===== config.mk =====
export PLATFORM = sky130hd
export DESIGN_NAME = chipset_index_regs_shadow_decode_unit
export DESIGN_NICKNAME = d
export VERILOG_FILES = /design/src/cisd_pkg.sv /design/src/cisd_mem.sv /design/src/cisd_shadow.sv /design/src/chipset_index_regs_shadow_decode_unit.sv
export SDC_FILE = /design/constraint.sdc
export NUM_CORES = 2
export LEC_CHECK = 0
export ABC_AREA = 1
export BUFFER_PORTS_ARGS = -buffer_cell sky130_fd_sc_hd__buf_4
export CORE_ASPECT_RATIO = 1.4
export CORE_MARGIN = 5
export CORE_UTILIZATION = 50
export DETAILED_ROUTE_END_ITERATION = 8
export PLACE_DENSITY = 0.72
export SLEW_MARGIN = 10
export SYNTH_ARGS = -nofsm -noshare
export SYNTH_HDL_FRONTEND = slang
export SYNTH_SLANG_ARGS = --single-unit

===== constraint.sdc =====
create_clock -name clk -period 23.2 [get_ports clk]
set_input_delay 2.32 -clock clk [delete_from_list [all_inputs] [get_ports clk]]
set_output_delay 2.32 -clock clk [all_outputs]
set_load 0.05 [all_outputs]

===== src/cisd_pkg.sv =====
package cisd_pkg;

	localparam int unsigned RF_DEPTH = 256;
	localparam int unsigned RF_AW    = $clog2(RF_DEPTH);

	// register indexes
	localparam logic [7:0] REG_BASE_SEL = 8'h10;
	localparam logic [7:0] REG_BASE_LO  = 8'h12;
	localparam logic [7:0] REG_BASE_HI  = 8'h13;
	localparam logic [7:0] REG_MASK_21  = 8'h21;
	localparam logic [7:0] REG_MASK_22  = 8'h22;
	localparam logic [7:0] REG_SHD_C0   = 8'h25;
	localparam logic [7:0] REG_SHD_C8   = 8'h26;
	localparam logic [7:0] REG_SHD_D0   = 8'h27;
	localparam logic [7:0] REG_SHD_F0   = 8'h28;
	localparam logic [7:0] REG_MASK_29  = 8'h29;
	localparam logic [7:0] REG_MASK_36  = 8'h36;
	localparam logic [7:0] REG_ONES     = 8'h7b;
	localparam logic [7:0] IDX_HIGH     = 8'hc0;

	localparam logic [7:0] SEL_HOST  = 8'h07;
	localparam logic [7:0] SEL_LOCAL = 8'h06;

	localparam logic OP_READ  = 1'b0;
	localparam logic OP_WRITE = 1'b1;

	localparam int unsigned N_REGIONS = 13;

	typedef struct packed {
		logic       opcode;
		logic       port_is_data;
		logic [7:0] write_data;
	} cisd_item_t;

	typedef struct packed {
		logic [7:0]           read_data;
		logic [N_REGIONS-1:0] shadow_write_enable;
		logic [N_REGIONS-1:0] shadow_read_enable;
		logic                 bios_shadow_write;
		logic                 bios_shadow_read;
		logic                 smram_enable;
		logic [15:0]          host_bus_base;
		logic [15:0]          local_bus_base;
	} cisd_result_t;

	// data-port write as seen by the storage
	typedef struct packed {
		logic       en;
		logic [7:0] idx;
		logic [7:0] raw;
		logic [7:0] masked;
	} cisd_wr_t;

	function automatic logic [7:0] wr_mask(input logic [7:0] idx, input logic [7:0] v);
		logic [7:0] m;
		m = v;
		case (idx)
			REG_MASK_21: m = v & 8'hfe;
			REG_MASK_22: m = v & 8'h7f;
			REG_SHD_F0:  m = v & 8'he3;
			REG_MASK_29: m = v & 8'h0f;
			REG_MASK_36: m = v & 8'h3f;
			default:     m = v;
		endcase
		return m;
	endfunction

	function automatic logic [7:0] rst_val(input logic [7:0] idx);
		return (idx == REG_ONES) ? 8'hff : 8'h00;
	endfunction

endpackage


===== src/cisd_mem.sv =====
module cisd_mem (
	input  logic                         clk,
	input  logic                         arst_n,
	input  cisd_pkg::cisd_wr_t           wr,
	input  logic                         rd_en,
	input  logic [cisd_pkg::RF_AW-1:0]   rd_addr,
	output logic [7:0]                   rd_data
);
	import cisd_pkg::*;

	logic [7:0]          mem [RF_DEPTH];
	logic [RF_DEPTH-1:0] vld_q;
	logic [7:0]          data_s1;
	logic                vld_s1;
	logic [RF_AW-1:0]    addr_s1;

	always_ff @(posedge clk) begin
		if (wr.en)
			mem[wr.idx[RF_AW-1:0]] <= wr.masked;
		if (rd_en)
			data_s1 <= mem[rd_addr];
	end

	// an entry never written reads back its reset value
	always_ff @(posedge clk or negedge arst_n) begin
		if (!arst_n) begin
			vld_q   <= '0;
			vld_s1  <= 1'b0;
			addr_s1 <= '0;
		end else begin
			if (wr.en)
				vld_q[wr.idx[RF_AW-1:0]] <= 1'b1;
			if (rd_en) begin
				vld_s1  <= vld_q[rd_addr];
				addr_s1 <= rd_addr;
			end
		end
	end

	assign rd_data = vld_s1 ? data_s1 : rst_val(8'(addr_s1));

endmodule


===== src/cisd_shadow.sv =====
module cisd_shadow (
	input  logic                                 clk,
	input  logic                                 arst_n,
	input  cisd_pkg::cisd_wr_t                   wr,
	output logic [cisd_pkg::N_REGIONS-1:0]       wen,
	output logic [cisd_pkg::N_REGIONS-1:0]       ren,
	output logic                                 smram_en,
	output logic [15:0]                          hbus_base,
	output logic [15:0]                          local_base
);
	import cisd_pkg::*;

	logic [7:0]  sel_q;
	logic [7:0]  shd_q [4];
	logic [15:0] host_q;
	logic [15:0] local_q;

	always_ff @(posedge clk or negedge arst_n) begin
		if (!arst_n) begin
			sel_q   <= '0;
			shd_q   <= '{default: '0};
			host_q  <= '0;
			local_q <= '0;
		end else if (wr.en) begin
			case (wr.idx)
				REG_BASE_SEL: sel_q    <= wr.masked;
				REG_SHD_C0:   shd_q[0] <= wr.masked;
				REG_SHD_C8:   shd_q[1] <= wr.masked;
				REG_SHD_D0:   shd_q[2] <= wr.masked;
				REG_SHD_F0:   shd_q[3] <= wr.masked;
				REG_BASE_LO: begin
					if (sel_q == SEL_HOST)
						host_q[7:0] <= wr.raw;
					else if (sel_q == SEL_LOCAL)
						local_q[7:0] <= wr.raw;
				end
				REG_BASE_HI: begin
					if (sel_q == SEL_HOST)
						host_q[15:8] <= wr.raw;
					else if (sel_q == SEL_LOCAL)
						local_q[15:8] <= wr.raw;
				end
				default: ;
			endcase
		end
	end

	// twelve 16K regions take two bits each from 25h..27h; F0000 from 28h[1:0]
	always_comb begin
		for (int i = 0; i < 12; i++) begin
			wen[i] = shd_q[i / 4][2 * (i % 4)];
			ren[i] = shd_q[i / 4][2 * (i % 4) + 1];
		end
		wen[12] = shd_q[3][0];
		ren[12] = shd_q[3][1];
	end

	assign smram_en   = shd_q[3][7];
	assign hbus_base  = host_q;
	assign local_base = local_q;

endmodule


===== src/chipset_index_regs_shadow_decode_unit.sv =====
// Index/data port register file with shadow-RAM decode. One byte access per
// clock: start is taken whenever busy is low (busy is never raised), and the
// result follows in the next cycle with done high for that single cycle; the
// receiver cannot stall. The result waits on the registered read of the
// 256-byte register memory. Decode outputs reflect the state after the access.
module chipset_index_regs_shadow_decode_unit (
	input  logic                    clk,
	input  logic                    arst_n,
	input  logic                    start,
	output logic                    busy,
	input  cisd_pkg::cisd_item_t    item,
	output logic                    done,
	output cisd_pkg::cisd_result_t  result
);
	import cisd_pkg::*;

	localparam logic [1:0] RK_ZERO = 2'd0;
	localparam logic [1:0] RK_IDX  = 2'd1;
	localparam logic [1:0] RK_ONES = 2'd2;
	localparam logic [1:0] RK_MEM  = 2'd3;

	logic       acc;
	logic [7:0] index_q;
	logic [7:0] idx_s1;
	logic [1:0] kind_s1;
	logic       done_q;
	cisd_wr_t   wr;
	logic       rd_en;
	logic [7:0] mem_rd;
	logic [N_REGIONS-1:0] wen, ren;
	logic       smram_en;
	logic [15:0] hbus_base, local_base;

	assign busy = 1'b0;
	assign acc  = start && !busy;

	always_comb begin
		wr.en     = acc && item.opcode == OP_WRITE && item.port_is_data;
		wr.idx    = index_q;
		wr.raw    = item.write_data;
		wr.masked = wr_mask(index_q, item.write_data);
	end

	assign rd_en = acc && item.opcode == OP_READ && item.port_is_data;

	cisd_mem u_mem (
		.clk     (clk),
		.arst_n  (arst_n),
		.wr      (wr),
		.rd_en   (rd_en),
		.rd_addr (index_q[RF_AW-1:0]),
		.rd_data (mem_rd)
	);

	cisd_shadow u_shadow (
		.clk        (clk),
		.arst_n     (arst_n),
		.wr         (wr),
		.wen        (wen),
		.ren        (ren),
		.smram_en   (smram_en),
		.hbus_base  (hbus_base),
		.local_base (local_base)
	);

	always_ff @(posedge clk or negedge arst_n) begin
		if (!arst_n) begin
			index_q <= '0;
			done_q  <= 1'b0;
			kind_s1 <= RK_ZERO;
			idx_s1  <= '0;
		end else begin
			done_q <= acc;
			if (acc) begin
				idx_s1 <= index_q;
				if (item.opcode == OP_WRITE) begin
					kind_s1 <= RK_ZERO;
					if (!item.port_is_data)
						index_q <= item.write_data;
				end else if (!item.port_is_data)
					kind_s1 <= RK_IDX;
				else if (index_q >= IDX_HIGH)
					kind_s1 <= RK_ONES;
				else
					kind_s1 <= RK_MEM;
			end
		end
	end

	always_comb begin
		case (kind_s1)
			RK_IDX:  result.read_data = idx_s1;
			RK_ONES: result.read_data = 8'hff;
			RK_MEM:  result.read_data = mem_rd;
			default: result.read_data = 8'h00;
		endcase
		result.shadow_write_enable = wen;
		result.shadow_read_enable  = ren;
		result.bios_shadow_write   = |wen[N_REGIONS-1:8];
		result.bios_shadow_read    = |ren[N_REGIONS-1:8];
		result.smram_enable        = smram_en;
		result.host_bus_base       = hbus_base;
		result.local_bus_base      = local_base;
	end

	assign done = done_q;

	a_done_follows: assert property (@(posedge clk) disable iff (!arst_n)
		acc |=> done) else $error("accepted item gave no result");

	a_no_phantom: assert property (@(posedge clk) disable iff (!arst_n)
		!acc |=> !done) else $error("result without an accepted item");

	a_write_zero: assert property (@(posedge clk) disable iff (!arst_n)
		(acc && item.opcode == OP_WRITE) |=> result.read_data == 8'h00)
		else $error("write access returned nonzero data");

	a_index_load: assert property (@(posedge clk) disable iff (!arst_n)
		(acc && item.opcode == OP_WRITE && !item.port_is_data)
		|=> index_q == $past(item.write_data))
		else $error("index port write not loaded");

	a_base_sel: assert property (@(posedge clk) disable iff (!arst_n)
		(acc && wr.en && index_q != REG_BASE_LO && index_q != REG_BASE_HI)
		|=> $stable(hbus_base) && $stable(local_base))
		else $error("I/O base moved on unrelated write");

endmodule


==> run metrics <==
placed insts=9,125; Hold Violations, Final=0; worst-skew pair later-pin latency=0.85 ns; startpoint types=flip-flop; Crit. End Element=flip-flop; GRT Total Usage=0.2580; Clock Skews=0.02575 ns; R2R depth=16; CTS Buffer Depth=3; CTS tree=built; pre-CTS WS=between 15 and 20 ns; Area growth syn-to-layout=10.07%; I/O Buffers=slightly above 80; pwr dens=around 92 nW/µm²; via/cell ratio=6.175; Post CTS Setup Buffer Count=0; GP Congestion=0.8757; HPWL after detailed placement=147.2 mm; CP Data Arrival Time=6.86 ns; Tightest Pin Transition=1.281 ns; final setup TNS=0 ns; iteration count of the initial detailed-routing pass=6; Critical Path RT=between 20 and 25 ns; routed len/inst=about 27 µm; VDD IR max=between 80 and 90 µV; relative slew slack=0.1441; Layout Nets=6,881; WL final=between 200 and 300 mm; vias=~59,000; # setup viols final=0; R2R setup slack=between 15 and 20 ns; DR DRC count=0; Initial Util=0.5016; H-tree lvl count=4; FMAX=~160 MHz; largest net degree at the start of global routing=213; outcome=finished, final reports clean; clock period minus worst slack=6.150 ns; initial antenna violation count=9; Mapped Nets=6,909; number of synthesis warnings=0; Post-CTS Hold Fix Bufs=0; Hold WC Path Type=reg2reg; # rows=187; vias in the first global route=57,650; Inserted Clock Buffers=198; full die area=194,500 µm²; Die Span Y=519.9 µm; number of distinct library cells after synthesis=38; PnR worst setup slack=17.05 ns; Final period util=0.2651; RR Endpoint=u_mem.data_s1[7]$_DFFE_PP_; Pleak=37.25 nW; Layout Cells excl Fill=9,498; crit path kind=reg2reg; post-cts gate resize count=0; synthesized area per cell=13.46 µm²; Die Wd=about 370 µm; CTS root buf=clkbuf_16; most common flop cell mapped by yosys=edfxtp_1; end of the critical path=u_mem.data_s1[7]$_DFFE_PP_; leading cell type in the layout, fill and taps excluded=edfxtp_1; Synth Instances=6,896; most frequent cells in the layout=edfxtp_1, nand2_1, a22oi_1; synthesized cell area=92,840 µm²; post-route ant nets=0; clk sink count=2,407; asr flop ratio synth=0.1458; share of the yosys chip area belonging to registers=0.7596; Worst-path clk slew=0.07 ns; CP max FO=152; launching point of the worst reg2reg path=index_q[1]$_DFFE_PN0P_; fin. max-slew vios=0; Top Ports=84; Post-synth EDFFs=approximately 2,100; grt total ovfl=0; share of cells above drive strength 1=0.09720; max cap viols=0; core area=185,100 µm²; global-route wire length before repair=378.2 mm; #FFs+latches synth=2,407; Setup crit start=index_q[1]$_DFFE_PN0P_; unrepaired setup endpoints after global routing=false; initial DRC count=8,157
## state kept, by name (all words and copies together) (netlist names)
name	count
u_mem.mem	2048
u_mem.vld_q	256
u_shadow.hbus_base	16
u_shadow.local_base	16
u_shadow.ren	13
u_shadow.wen	13
idx_s1	8
index_q	8
u_mem.addr_s1	8
u_mem.data_s1	8
u_shadow.sel_q	8
kind_s1	2
done	1
u_mem.vld_s1	1
u_shadow.smram_en	1
## metrics by stage
stage	total power, mW	util	area (µm²)	hold WS [ns]
after floorplan	5.604	-	92840	0.4194
after detailed placement	6.051	0.5162	95530	0.4412
after global placement	6.038	0.5161	95520	0.4330
after global routing	9.700	0.5521	102200	0.4697
final	9.433	0.5522	102200	0.4524
after CTS	9.417	0.5521	102200	0.4553
## how the worst min path moves through the flow
stage	endpoint	startpoint	cells past startpoint
after CTS	u_mem.vld_q[196]$_DFFE_PN0P_	u_mem.vld_q[196]$_DFFE_PN0P_	2
after floorplan	u_mem.vld_q[16]$_DFFE_PN0P_	u_mem.vld_q[16]$_DFFE_PN0P_	2
after global routing	u_mem.vld_q[184]$_DFFE_PN0P_	u_mem.vld_q[184]$_DFFE_PN0P_	2
after global placement	u_mem.vld_q[16]$_DFFE_PN0P_	u_mem.vld_q[16]$_DFFE_PN0P_	2
after detailed placement	u_mem.vld_q[50]$_DFFE_PN0P_	u_mem.vld_q[50]$_DFFE_PN0P_	2
final	u_mem.vld_q[104]$_DFFE_PN0P_	u_mem.vld_q[104]$_DFFE_PN0P_	2
## cell families after synthesis
group,Yosys count,synth area share
AND/OR/NAND/NOR,2510,0.1094
flip-flops,2407,0.7596
AO/OA/AOI/OAI,1401,0.1030
buffers and inverters,577,0.02798
other,1,0.00004039
## synthesized netlist by cell type, types with 2 or more instances
| master | count | area, µm² |
|---|---|---|
| buf_2 | 209 | 1046 |
| o21ai_1 | 43 | 215.2 |
| dfrtp_1 | 351 | 8783 |
| nor2_4 | 2 | 22.52 |
| or2_1 | 24 | 150.1 |
| nor2_2 | 13 | 81.33 |
| or2_2 | 150 | 938.4 |
| nand2_1 | 1777 | 6670 |
| nand4_1 | 58 | 362.9 |
| a21oi_1 | 63 | 315.3 |
| nor2_1 | 437 | 1640 |
| nor3_1 | 8 | 40.04 |
| inv_1 | 152 | 570.6 |
| buf_1 | 44 | 165.2 |
| buf_6 | 19 | 214.0 |
| inv_2 | 19 | 71.32 |
| or2_0 | 3 | 18.77 |
| clkbuf_1 | 126 | 473.0 |
| edfxtp_1 | 2056 | 61740 |
| nand3_1 | 29 | 145.1 |
| a22oi_1 | 1006 | 7552 |
| o21ai_0 | 276 | 1381 |
| o211ai_1 | 8 | 60.06 |
| o31ai_1 | 3 | 22.52 |
| inv_4 | 2 | 12.51 |
| buf_4 | 6 | 45.04 |
## where the power goes
group	switching, mW	internal [mW]	total, mW
clock network	1.54	1.90	3.44
registers	0.0257	4.75	4.77
logic	0.923	0.295	1.22
total	2.49	6.94	9.43
## area by class of cell
class | instances | area, µm²
Clock buffer | 251 | 5380
Fill cell | 14350 | 82880
Tap cell | 2457 | 3074
Clock inverter | 118 | 1276
Inverter | 173 | 681.9
Antenna cell | 4 | 10.01
Multi-Input combinational cell | 3912 | 19830
Sequential cell | 2407 | 70530
Timing Repair Buffer | 176 | 1410
## metal layers
layer,track usage,part of all wire
met4,0.1406,0.065
met3,0.05239,0.10
met2,0.4218,0.48
met1,0.3262,0.35
met5,0,0.000058
## critical path: stages (launching register included)
cell and delay (ns):
dfrtp_4 0.63, buf_4 0.70, inv_4 0.44, nor2_8 0.79
buf_12 0.54, buf_4 0.81, buf_4 0.58, a22oi_1 0.14
nand2_1 0.13, nand2_1 0.06, nand2_1 0.11, nor2_1 0.05
nor2_1 0.18, a21oi_1 0.08, nand2_1 0.22, nor2_1 0.07
nand3_1 0.07
(Power assumes the default switching activity.)
